File: src/rtl/lsc_pkg.sv
package lsc_pkg;

  localparam int CW = 16;            // coordinate width
  localparam int DW = CW + 1;        // difference width
  localparam int PW = 2 * DW;        // product width
  localparam int QD = 2;             // depth of the queue between front and back
  localparam int QAW = $clog2(QD);
  localparam int MAX_CLIPS = 8;
  localparam int CLW = $clog2(MAX_CLIPS + 1);

  localparam logic [3:0] CODE_TOP    = 4'b0001;
  localparam logic [3:0] CODE_BOTTOM = 4'b0010;
  localparam logic [3:0] CODE_RIGHT  = 4'b0100;
  localparam logic [3:0] CODE_LEFT   = 4'b1000;

  localparam logic [1:0] REG_LEFT   = 2'd0;
  localparam logic [1:0] REG_RIGHT  = 2'd1;
  localparam logic [1:0] REG_TOP    = 2'd2;
  localparam logic [1:0] REG_BOTTOM = 2'd3;

  typedef logic signed [CW-1:0] coord_t;

  typedef struct packed {
    coord_t left;
    coord_t right;
    coord_t top;
    coord_t bottom;
  } win_t;

  typedef enum logic [1:0] {
    TRIV_NONE,
    TRIV_ACC,
    TRIV_REJ
  } triv_t;

  typedef struct packed {
    coord_t ax;
    coord_t ay;
    coord_t bx;
    coord_t by;
    triv_t  triv;
  } item_t;

  typedef struct packed {
    logic   outcome;
    coord_t ax;
    coord_t ay;
    coord_t bx;
    coord_t by;
  } result_t;

  typedef enum logic [2:0] {
    ST_IDLE,
    ST_EVAL,
    ST_MUL,
    ST_DSTART,
    ST_DIV,
    ST_UPD,
    ST_DONE
  } state_t;

  function automatic logic [3:0] outcode(input coord_t x, input coord_t y, input win_t w);
    logic [3:0] c;
    c = 4'b0000;
    if (y < w.top)    c = c | CODE_TOP;
    if (y > w.bottom) c = c | CODE_BOTTOM;
    if (x > w.right)  c = c | CODE_RIGHT;
    if (x < w.left)   c = c | CODE_LEFT;
    return c;
  endfunction

  function automatic logic signed [DW-1:0] sx(input coord_t c);
    return {c[CW-1], c};
  endfunction

endpackage

File: src/rtl/lsc_front.sv
module lsc_front (
  input  logic            clk,
  input  logic            rst_n,
  input  lsc_pkg::win_t   win,
  input  logic            push,
  output logic            full,
  input  lsc_pkg::coord_t ax,
  input  lsc_pkg::coord_t ay,
  input  lsc_pkg::coord_t bx,
  input  lsc_pkg::coord_t by,
  output logic            q_valid,
  output lsc_pkg::item_t  q_item,
  input  logic            q_pop
);

  lsc_pkg::item_t            ent_r [lsc_pkg::QD];
  logic [lsc_pkg::QAW-1:0]   wr_ptr_r, wr_ptr_nxt;
  logic [lsc_pkg::QAW-1:0]   rd_ptr_r, rd_ptr_nxt;
  logic [lsc_pkg::QAW:0]     cnt_r, cnt_nxt;
  logic [3:0]                ca, cb;
  lsc_pkg::item_t            item;
  logic                      do_push, do_pop;

  always_comb begin
    ca = lsc_pkg::outcode(ax, ay, win);
    cb = lsc_pkg::outcode(bx, by, win);
    item.ax = ax;
    item.ay = ay;
    item.bx = bx;
    item.by = by;
    if ((ca & cb) != 4'b0000) item.triv = lsc_pkg::TRIV_REJ;
    else if ((ca | cb) == 4'b0000) item.triv = lsc_pkg::TRIV_ACC;
    else item.triv = lsc_pkg::TRIV_NONE;
  end

  assign full    = (cnt_r == (lsc_pkg::QAW+1)'(lsc_pkg::QD));
  assign q_valid = (cnt_r != '0);
  assign q_item  = ent_r[rd_ptr_r];
  assign do_push = push && !full;
  assign do_pop  = q_pop && q_valid;

  always_comb begin
    wr_ptr_nxt = do_push ? wr_ptr_r + 1'b1 : wr_ptr_r;
    rd_ptr_nxt = do_pop ? rd_ptr_r + 1'b1 : rd_ptr_r;
    cnt_nxt    = cnt_r + (lsc_pkg::QAW+1)'(do_push) - (lsc_pkg::QAW+1)'(do_pop);
  end

  always_ff @(posedge clk) begin
    if (!rst_n) begin
      wr_ptr_r <= '0;
      rd_ptr_r <= '0;
      cnt_r    <= '0;
    end else begin
      wr_ptr_r <= wr_ptr_nxt;
      rd_ptr_r <= rd_ptr_nxt;
      cnt_r    <= cnt_nxt;
    end
  end

  always_ff @(posedge clk) begin
    if (do_push) ent_r[wr_ptr_r] <= item;
  end

endmodule

File: src/rtl/lsc_div.sv
module lsc_div (
  input  logic                     clk,
  input  logic                     rst_n,
  input  logic                     start,
  input  logic [lsc_pkg::PW-1:0]   num,
  input  logic [lsc_pkg::DW-1:0]   den,
  output logic                     done,
  output logic [lsc_pkg::PW-1:0]   quo
);

  localparam int CNW = $clog2(lsc_pkg::PW + 1);

  logic [lsc_pkg::PW-1:0] quo_r, quo_nxt;
  logic [lsc_pkg::DW-1:0] rem_r, rem_nxt;
  logic [lsc_pkg::DW-1:0] den_r;
  logic [CNW-1:0]         cnt_r, cnt_nxt;
  logic                   busy_r, busy_nxt;
  logic                   done_r, done_nxt;
  logic [lsc_pkg::DW:0]   rs;

  // restoring division, one quotient bit a cycle
  always_comb begin
    rs       = {rem_r, quo_r[lsc_pkg::PW-1]};
    quo_nxt  = quo_r;
    rem_nxt  = rem_r;
    cnt_nxt  = cnt_r;
    busy_nxt = busy_r;
    done_nxt = 1'b0;
    if (start) begin
      quo_nxt  = num;
      rem_nxt  = '0;
      cnt_nxt  = '0;
      busy_nxt = 1'b1;
    end else if (busy_r) begin
      if (rs >= {1'b0, den_r}) begin
        rem_nxt = lsc_pkg::DW'(rs - {1'b0, den_r});
        quo_nxt = {quo_r[lsc_pkg::PW-2:0], 1'b1};
      end else begin
        rem_nxt = rs[lsc_pkg::DW-1:0];
        quo_nxt = {quo_r[lsc_pkg::PW-2:0], 1'b0};
      end
      cnt_nxt = cnt_r + 1'b1;
      if (cnt_r == CNW'(lsc_pkg::PW - 1)) begin
        busy_nxt = 1'b0;
        done_nxt = 1'b1;
      end
    end
  end

  always_ff @(posedge clk) begin
    if (!rst_n) begin
      busy_r <= 1'b0;
      done_r <= 1'b0;
      cnt_r  <= '0;
    end else begin
      busy_r <= busy_nxt;
      done_r <= done_nxt;
      cnt_r  <= cnt_nxt;
    end
  end

  always_ff @(posedge clk) begin
    quo_r <= quo_nxt;
    rem_r <= rem_nxt;
    if (start) den_r <= den;
  end

  assign done = done_r;
  assign quo  = quo_r;

endmodule

File: src/rtl/lsc_clip.sv
module lsc_clip (
  input  logic             clk,
  input  logic             rst_n,
  input  lsc_pkg::win_t    win,
  input  logic             q_valid,
  input  lsc_pkg::item_t   q_item,
  output logic             q_pop,
  output logic             res_valid,
  output lsc_pkg::result_t res,
  input  logic             res_ready
);

  localparam int DW = lsc_pkg::DW;
  localparam int PW = lsc_pkg::PW;
  localparam int CW = lsc_pkg::CW;

  lsc_pkg::state_t state_r, state_nxt;

  lsc_pkg::coord_t       ax_r, ay_r, bx_r, by_r;
  lsc_pkg::coord_t       edge_r;
  logic                  vert_r, rej_r, neg_r, negd_r;
  logic [lsc_pkg::CLW-1:0] clips_r;
  logic signed [DW-1:0]  a_r, b_r;
  logic [DW-1:0]         den_r;
  logic signed [PW-1:0]  prod_r;

  logic [3:0]            ca, cb, sca;
  logic                  swap;
  lsc_pkg::coord_t       sax, say, sbx, sby, edge_sel;
  logic                  mv, vert_sel;
  logic                  ev_acc, ev_rej;
  logic signed [DW-1:0]  dx, dy, dother, daxis, dedge;
  logic [PW-1:0]         pmag;
  logic                  div_start, div_done;
  logic [PW-1:0]         div_quo;
  logic signed [DW:0]    qs;
  logic signed [DW:0]    newv;

  // evaluation of the current endpoints
  always_comb begin
    ca   = lsc_pkg::outcode(ax_r, ay_r, win);
    cb   = lsc_pkg::outcode(bx_r, by_r, win);
    swap = (ca == 4'b0000);
    sax  = swap ? bx_r : ax_r;
    say  = swap ? by_r : ay_r;
    sbx  = swap ? ax_r : bx_r;
    sby  = swap ? ay_r : by_r;
    sca  = swap ? cb : ca;
    mv       = 1'b1;
    vert_sel = 1'b1;
    edge_sel = win.top;
    if (((sca & lsc_pkg::CODE_TOP) != 4'b0000) && say != sby) begin
      edge_sel = win.top;
    end else if (((sca & lsc_pkg::CODE_BOTTOM) != 4'b0000) && say != sby) begin
      edge_sel = win.bottom;
    end else if (((sca & lsc_pkg::CODE_RIGHT) != 4'b0000) && sax != sbx) begin
      edge_sel = win.right;
      vert_sel = 1'b0;
    end else if (((sca & lsc_pkg::CODE_LEFT) != 4'b0000) && sax != sbx) begin
      edge_sel = win.left;
      vert_sel = 1'b0;
    end else begin
      mv = 1'b0;
    end
    ev_acc = 1'b0;
    ev_rej = 1'b0;
    if ((ca & cb) != 4'b0000) ev_rej = 1'b1;
    else if ((ca | cb) == 4'b0000) ev_acc = 1'b1;
    else if (clips_r >= lsc_pkg::CLW'(lsc_pkg::MAX_CLIPS)) ev_rej = 1'b1;
    else if (!mv) ev_rej = 1'b1;
    dx     = lsc_pkg::sx(sbx) - lsc_pkg::sx(sax);
    dy     = lsc_pkg::sx(sby) - lsc_pkg::sx(say);
    dother = vert_sel ? dx : dy;
    daxis  = vert_sel ? dy : dx;
    dedge  = lsc_pkg::sx(edge_sel) - (vert_sel ? lsc_pkg::sx(say) : lsc_pkg::sx(sax));
  end

  always_comb begin
    pmag = prod_r[PW-1] ? PW'(-prod_r) : PW'(prod_r);
    qs   = neg_r ? -$signed(div_quo[DW:0]) : $signed(div_quo[DW:0]);
    newv = qs + (vert_r ? {{2{ax_r[CW-1]}}, ax_r} : {{2{ay_r[CW-1]}}, ay_r});
  end

  // next state
  always_comb begin
    state_nxt = state_r;
    unique case (state_r)
      lsc_pkg::ST_IDLE: begin
        if (q_valid) begin
          if (q_item.triv == lsc_pkg::TRIV_NONE) state_nxt = lsc_pkg::ST_EVAL;
          else state_nxt = lsc_pkg::ST_DONE;
        end
      end
      lsc_pkg::ST_EVAL: begin
        if (ev_acc || ev_rej) state_nxt = lsc_pkg::ST_DONE;
        else state_nxt = lsc_pkg::ST_MUL;
      end
      lsc_pkg::ST_MUL:    state_nxt = lsc_pkg::ST_DSTART;
      lsc_pkg::ST_DSTART: state_nxt = lsc_pkg::ST_DIV;
      lsc_pkg::ST_DIV:    if (div_done) state_nxt = lsc_pkg::ST_UPD;
      lsc_pkg::ST_UPD:    state_nxt = lsc_pkg::ST_EVAL;
      lsc_pkg::ST_DONE:   if (res_ready) state_nxt = lsc_pkg::ST_IDLE;
      default:            state_nxt = lsc_pkg::ST_IDLE;
    endcase
  end

  // outputs
  always_comb begin
    q_pop      = 1'b0;
    div_start  = 1'b0;
    res_valid  = 1'b0;
    unique case (state_r)
      lsc_pkg::ST_IDLE:   q_pop = q_valid;
      lsc_pkg::ST_DSTART: div_start = 1'b1;
      lsc_pkg::ST_DONE:   res_valid = 1'b1;
      default: ;
    endcase
    res.outcome = rej_r;
    res.ax = rej_r ? '0 : ax_r;
    res.ay = rej_r ? '0 : ay_r;
    res.bx = rej_r ? '0 : bx_r;
    res.by = rej_r ? '0 : by_r;
  end

  always_ff @(posedge clk) begin
    if (!rst_n) state_r <= lsc_pkg::ST_IDLE;
    else state_r <= state_nxt;
  end

  always_ff @(posedge clk) begin
    case (state_r)
      lsc_pkg::ST_IDLE: begin
        ax_r    <= q_item.ax;
        ay_r    <= q_item.ay;
        bx_r    <= q_item.bx;
        by_r    <= q_item.by;
        rej_r   <= (q_item.triv == lsc_pkg::TRIV_REJ);
        clips_r <= '0;
      end
      lsc_pkg::ST_EVAL: begin
        rej_r  <= ev_rej;
        if (!ev_acc && !ev_rej) begin
          ax_r   <= sax;
          ay_r   <= say;
          bx_r   <= sbx;
          by_r   <= sby;
        end
        a_r    <= dother;
        b_r    <= dedge;
        den_r  <= daxis[DW-1] ? DW'(-daxis) : DW'(daxis);
        negd_r <= daxis[DW-1];
        vert_r <= vert_sel;
        edge_r <= edge_sel;
      end
      lsc_pkg::ST_MUL:    prod_r <= a_r * b_r;
      lsc_pkg::ST_DSTART: neg_r <= prod_r[PW-1] ^ negd_r;
      lsc_pkg::ST_UPD: begin
        if (vert_r) begin
          ax_r <= newv[CW-1:0];
          ay_r <= edge_r;
        end else begin
          ay_r <= newv[CW-1:0];
          ax_r <= edge_r;
        end
        clips_r <= clips_r + 1'b1;
      end
      default: ;
    endcase
  end

  lsc_div u_div (
    .clk   (clk),
    .rst_n (rst_n),
    .start (div_start),
    .num   (pmag),
    .den   (den_r),
    .done  (div_done),
    .quo   (div_quo)
  );

endmodule

File: src/rtl/line_segment_clipper_top.sv
// Cohen-Sutherland clipper for one segment against the window held in four
// registers (left, right, top, bottom; top is the smallest y). A segment that is
// trivially accepted or rejected at entry goes from the input queue straight to
// the done state. Each boundary move of any other segment is evaluate, multiply,
// divider load, the single one-bit-a-cycle restoring divider (34 quotient bits
// and its done cycle) and update; up to eight moves are made. A result waits
// while the output register is still full. Two segments can wait in the input
// queue and one result in the output register. A rejected segment reports
// outcome 1 with all coordinates zero.
module line_segment_clipper_top (
  input  logic                     clk,
  input  logic                     rst_n,
  input  logic                     cfg_we,
  input  logic [1:0]               cfg_index,
  input  logic [lsc_pkg::CW-1:0]   cfg_data,
  input  logic                     push,
  output logic                     full,
  input  logic signed [lsc_pkg::CW-1:0] in_start_x,
  input  logic signed [lsc_pkg::CW-1:0] in_start_y,
  input  logic signed [lsc_pkg::CW-1:0] in_end_x,
  input  logic signed [lsc_pkg::CW-1:0] in_end_y,
  output logic                     empty,
  input  logic                     pop,
  output logic                     out_outcome,
  output logic signed [lsc_pkg::CW-1:0] out_clipped_start_x,
  output logic signed [lsc_pkg::CW-1:0] out_clipped_start_y,
  output logic signed [lsc_pkg::CW-1:0] out_clipped_end_x,
  output logic signed [lsc_pkg::CW-1:0] out_clipped_end_y
);

  lsc_pkg::win_t    win_r;
  lsc_pkg::item_t   q_item;
  logic             q_valid, q_pop;
  logic             res_valid, res_ready;
  lsc_pkg::result_t res, out_r;
  logic             out_valid_r, out_valid_nxt;

  always_ff @(posedge clk) begin
    if (!rst_n) begin
      win_r.left   <= lsc_pkg::CW'(0);
      win_r.right  <= lsc_pkg::CW'(639);
      win_r.top    <= lsc_pkg::CW'(0);
      win_r.bottom <= lsc_pkg::CW'(479);
    end else if (cfg_we) begin
      case (cfg_index)
        lsc_pkg::REG_LEFT:   win_r.left   <= cfg_data;
        lsc_pkg::REG_RIGHT:  win_r.right  <= cfg_data;
        lsc_pkg::REG_TOP:    win_r.top    <= cfg_data;
        lsc_pkg::REG_BOTTOM: win_r.bottom <= cfg_data;
        default: ;
      endcase
    end
  end

  lsc_front u_front (
    .clk     (clk),
    .rst_n   (rst_n),
    .win     (win_r),
    .push    (push),
    .full    (full),
    .ax      (in_start_x),
    .ay      (in_start_y),
    .bx      (in_end_x),
    .by      (in_end_y),
    .q_valid (q_valid),
    .q_item  (q_item),
    .q_pop   (q_pop)
  );

  lsc_clip u_clip (
    .clk       (clk),
    .rst_n     (rst_n),
    .win       (win_r),
    .q_valid   (q_valid),
    .q_item    (q_item),
    .q_pop     (q_pop),
    .res_valid (res_valid),
    .res       (res),
    .res_ready (res_ready)
  );

  assign res_ready = !out_valid_r;

  always_comb begin
    out_valid_nxt = out_valid_r;
    if (out_valid_r && pop) out_valid_nxt = 1'b0;
    if (res_valid && res_ready) out_valid_nxt = 1'b1;
  end

  always_ff @(posedge clk) begin
    if (!rst_n) out_valid_r <= 1'b0;
    else out_valid_r <= out_valid_nxt;
  end

  always_ff @(posedge clk) begin
    if (res_valid && res_ready) out_r <= res;
  end

  assign empty               = !out_valid_r;
  assign out_outcome         = out_r.outcome;
  assign out_clipped_start_x = out_r.ax;
  assign out_clipped_start_y = out_r.ay;
  assign out_clipped_end_x   = out_r.bx;
  assign out_clipped_end_y   = out_r.by;

endmodule

File: config.mk
export PLATFORM = sky130hd
export DESIGN_NAME = line_segment_clipper_top
export DESIGN_NICKNAME = d
export VERILOG_FILES = /design/src/rtl/lsc_pkg.sv /design/src/rtl/lsc_front.sv /design/src/rtl/lsc_div.sv /design/src/rtl/lsc_clip.sv /design/src/rtl/line_segment_clipper_top.sv
export SDC_FILE = /design/constraint.sdc
export NUM_CORES = 2
export LEC_CHECK = 0
export ABC_AREA = 1
export BUFFER_PORTS_ARGS = -buffer_cell sky130_fd_sc_hd__buf_2
export CAP_MARGIN = 20
export CORE_ASPECT_RATIO = 0.8
export CORE_UTILIZATION = 55
export CTS_CLUSTER_DIAMETER = 30
export DETAILED_ROUTE_END_ITERATION = 7
export PLACE_DENSITY = 0.72
export RECOVER_POWER = 50
export SLEW_MARGIN = 10
export SYNTH_ARGS = -nofsm -noshare
export SYNTH_HDL_FRONTEND = slang
export SYNTH_SLANG_ARGS = --single-unit
export TNS_END_PERCENT = 1
File: constraint.sdc
create_clock -name clk -period 15.4 [get_ports clk]
set_input_delay 3.08 -clock clk [delete_from_list [all_inputs] [get_ports clk]]
set_output_delay 3.08 -clock clk [all_outputs]
set_load 0.01 [all_outputs]
==> metrics.txt <==
Yosys top cell area share between 20% and 30%; clock latency on the worst-skew pair 0.69 ns; chip height roughly 250 um; worst-margin pin slew around 3.7 ns; fraction of layout cells with a size suffix above 1 between 6 and 7%; post-placement cell count ~6,000; nets 6,044; non-filler cells, final 6,375; reg2reg end u_clip.prod_r[32]$_DFFE_PP_; # IOs ~150; r2r setup slk 8.08 ns; global route overflow 0; Critical R2R Launch u_clip.b_r[10]$_DFFE_PP_; die area ~0.08 sq mm; CP required ~16 ns; Critical Path Start Type flop; highest clock rate 137 MHz; Top Family by Delay on Critical Path adder cells; top cells by area, synth edfxtp_1 29%, fa_1 14%, ha_1 11%, nand2_1 11%, inv_1 7.6%; count leader, synth nand2_1; Final HPWL DP about 110 mm; crit path capture type flop; WL/cell 22.0 um; Post-synth top flop edfxtp_1; worst slack, placed just over 8 ns; Iter 0 DRT Violations between 4,000 and 5,000; Starting Density a little under three fifths; htree depth 3; Async S/R FF share, synth 0%; GR Util met3 between 10% and 20%; PortBufs 153; count of cell types in the netlist 59; crit path kind reg2reg; Via density roughly 5.8; outcome complete, but fails checks; clock sink count between 500 and 600; Post-Syn Area approximately 0.043 sq mm; Mapped Avg Cell Area ~8.4 sq um; vias in the first global route roughly 35,000; Critical Path AT 7.75 ns; CP max stage cell edfxtp_1; Worst Reg-to-Reg Cells 26; GR Util met1 about half; Layout area overhead 11.5%; total track usage 35.6%; Worst Path Buf+Inv 5; CTS Buf Count 100; post-CTS setup buffer count 0; min cycle time layout between 7 and 8 ns; met2 Track Usage GR about half; Max Slew Vio Count between 400 and 500; Worst Hold Class reg2reg; setup TNS 0 ns; worst relative slew slack -146%; CTS hold repair buffers 0; gr busiest metal met1; syn nets 5,931; Yosys reg bits between 500 and 600; Post-synth EDFFs around 420; DRC viols 0; CTS resizes 0; Worst Slack Setup Final 8.08 ns; crit path from u_clip.b_r[10]$_DFFE_PP_; vias around 37,000; Post-synth top cells 1,215 x nand2_1, 879 x inv_1, 421 x edfxtp_1, 392 x ha_1, 349 x o21ai_0; largest net degree at the start of global routing 66; Routed Antenna Nets 0; global-route wire length before repair 212 mm; Mapped Cells roughly 5,000; count of final setup violators 0; Final Hold Viols 0; CTS root buffer clkbuf_16; max_cap viols 10; register area share after synthesis 33.7%; initial antenna violation count 2; crit share post-route 47.6%; GPL Wtd Cong about 1.0; post-synth top area cell edfxtp_1; CP endpoint u_clip.prod_r[32]$_DFFE_PP_; critical-path maximum fanout 17; CP most frequent cell fa_1; Crit path largest cell delay roughly 0.8 ns; clock transition at the registers of the reported paths ~0.06 ns; violated checks max-capacitance violations, max-slew violations; clock skew about 0.034 ns; Core Area 0.0775 sq mm; CTS max path bufs 3; FP Rows 91; RSZ-0062 raised after global routing no; CTS tree done; CP Depth 26; Chip Width 316 um; final WL 141 mm; YS warnings 0; Pre-Repair DR Iteration Count 7
[kinds of logic after synthesis]
group | share of synthesized area, %
AO/OA/AOI/OAI | 11.0
XOR/XNOR | 3.05
adder cells (fa/ha/maj) | 25.1
buffers and inverters | 9.48
flip-flops | 33.7
multiplexers | 0.0231
AND/OR/NAND/NOR | 17.6
[flip-flops by register name, summed over array words and instances, names as in the netlist, 16 cells and up, named ones only]
name / flops
u_clip.a_r: 17
u_front.ent_r: 132
u_clip.edge_r: 16
u_clip.ay_r: 16
win_r: 64
u_clip.prod_r: 34
out_clipped_start_y: 16
out_clipped_end_y: 16
u_clip.ax_r: 16
out_clipped_start_x: 16
u_clip.b_r: 17
u_clip.u_div.rem_r: 17
u_clip.u_div.den_r: 17
u_clip.den_r: 17
u_clip.by_r: 16
u_clip.bx_r: 16
out_clipped_end_x: 16
u_clip.u_div.quo: 34
[how the worst min path moves through the flow]
stage	startpoint	slack (ns)	depth (start not counted)	end
2_1_floorplan	u_clip.den_r[0]$_DFFE_PP_	0.40	0	u_clip.u_div.den_r[0]$_DFFE_PP_
3_3_place_gp	u_clip.den_r[0]$_DFFE_PP_	0.40	0	u_clip.u_div.den_r[0]$_DFFE_PP_
3_5_place_dp	u_clip.den_r[0]$_DFFE_PP_	0.40	0	u_clip.u_div.den_r[0]$_DFFE_PP_
4_1_cts	u_clip.den_r[6]$_DFFE_PP_	0.41	0	u_clip.u_div.den_r[6]$_DFFE_PP_
5_1_grt	u_clip.den_r[11]$_DFFE_PP_	0.42	0	u_clip.u_div.den_r[11]$_DFFE_PP_
6_report	u_clip.den_r[6]$_DFFE_PP_	0.41	0	u_clip.u_div.den_r[6]$_DFFE_PP_
[per-stage QoR]
stage	cell area, sq um	utilization [%]	hold WS [ns]
after CTS	48400	62.4	0.413
after detailed placement	45000	58.0	0.405
after floorplan	43300	-	0.400
after global routing	48300	62.3	0.418
after global placement	45000	58.0	0.401
final	48300	62.3	0.411
[metal layers]
metal	wire, um	up-vias	part of all wire (%)
met2	56400	2100	40
met1	59700	17618	43
met5	13	-	0.0093
li1	-	17018	-
met4	4420	2	3.1
met3	19900	304	14
[cell type report]
cell class              count  area [sq um]
clock inverters            68           756
fillers                  6746         29200
well taps                1023          1280
repair buffers            197           988
flip-flops and latches    519         14600
inverters                 889          3340
multi-input cells        3559         24700
diodes                      1          2.50
clock buffers             119          2680
[placed cells by master, fill, tap and decap left out, drive strengths merged, types with 32 or more instances in the layout]
cell type,netlist,layout
buf,24,120
o21ai,367,367
o221ai,38,38
fa,299,299
nand2,1242,1242
nor2,330,330
dfxtp,98,98
xnor2,55,55
a21oi,302,302
nand4,32,32
nand3,186,186
nor3,47,47
inv,886,910
ha,392,392
clkbuf,162,195
xor2,96,96
a31oi,32,32
edfxtp,421,421
Power is left out: the tool's default activity adds up to more than one toggle a clock period on the data nets, which glitch-free logic cannot reach.
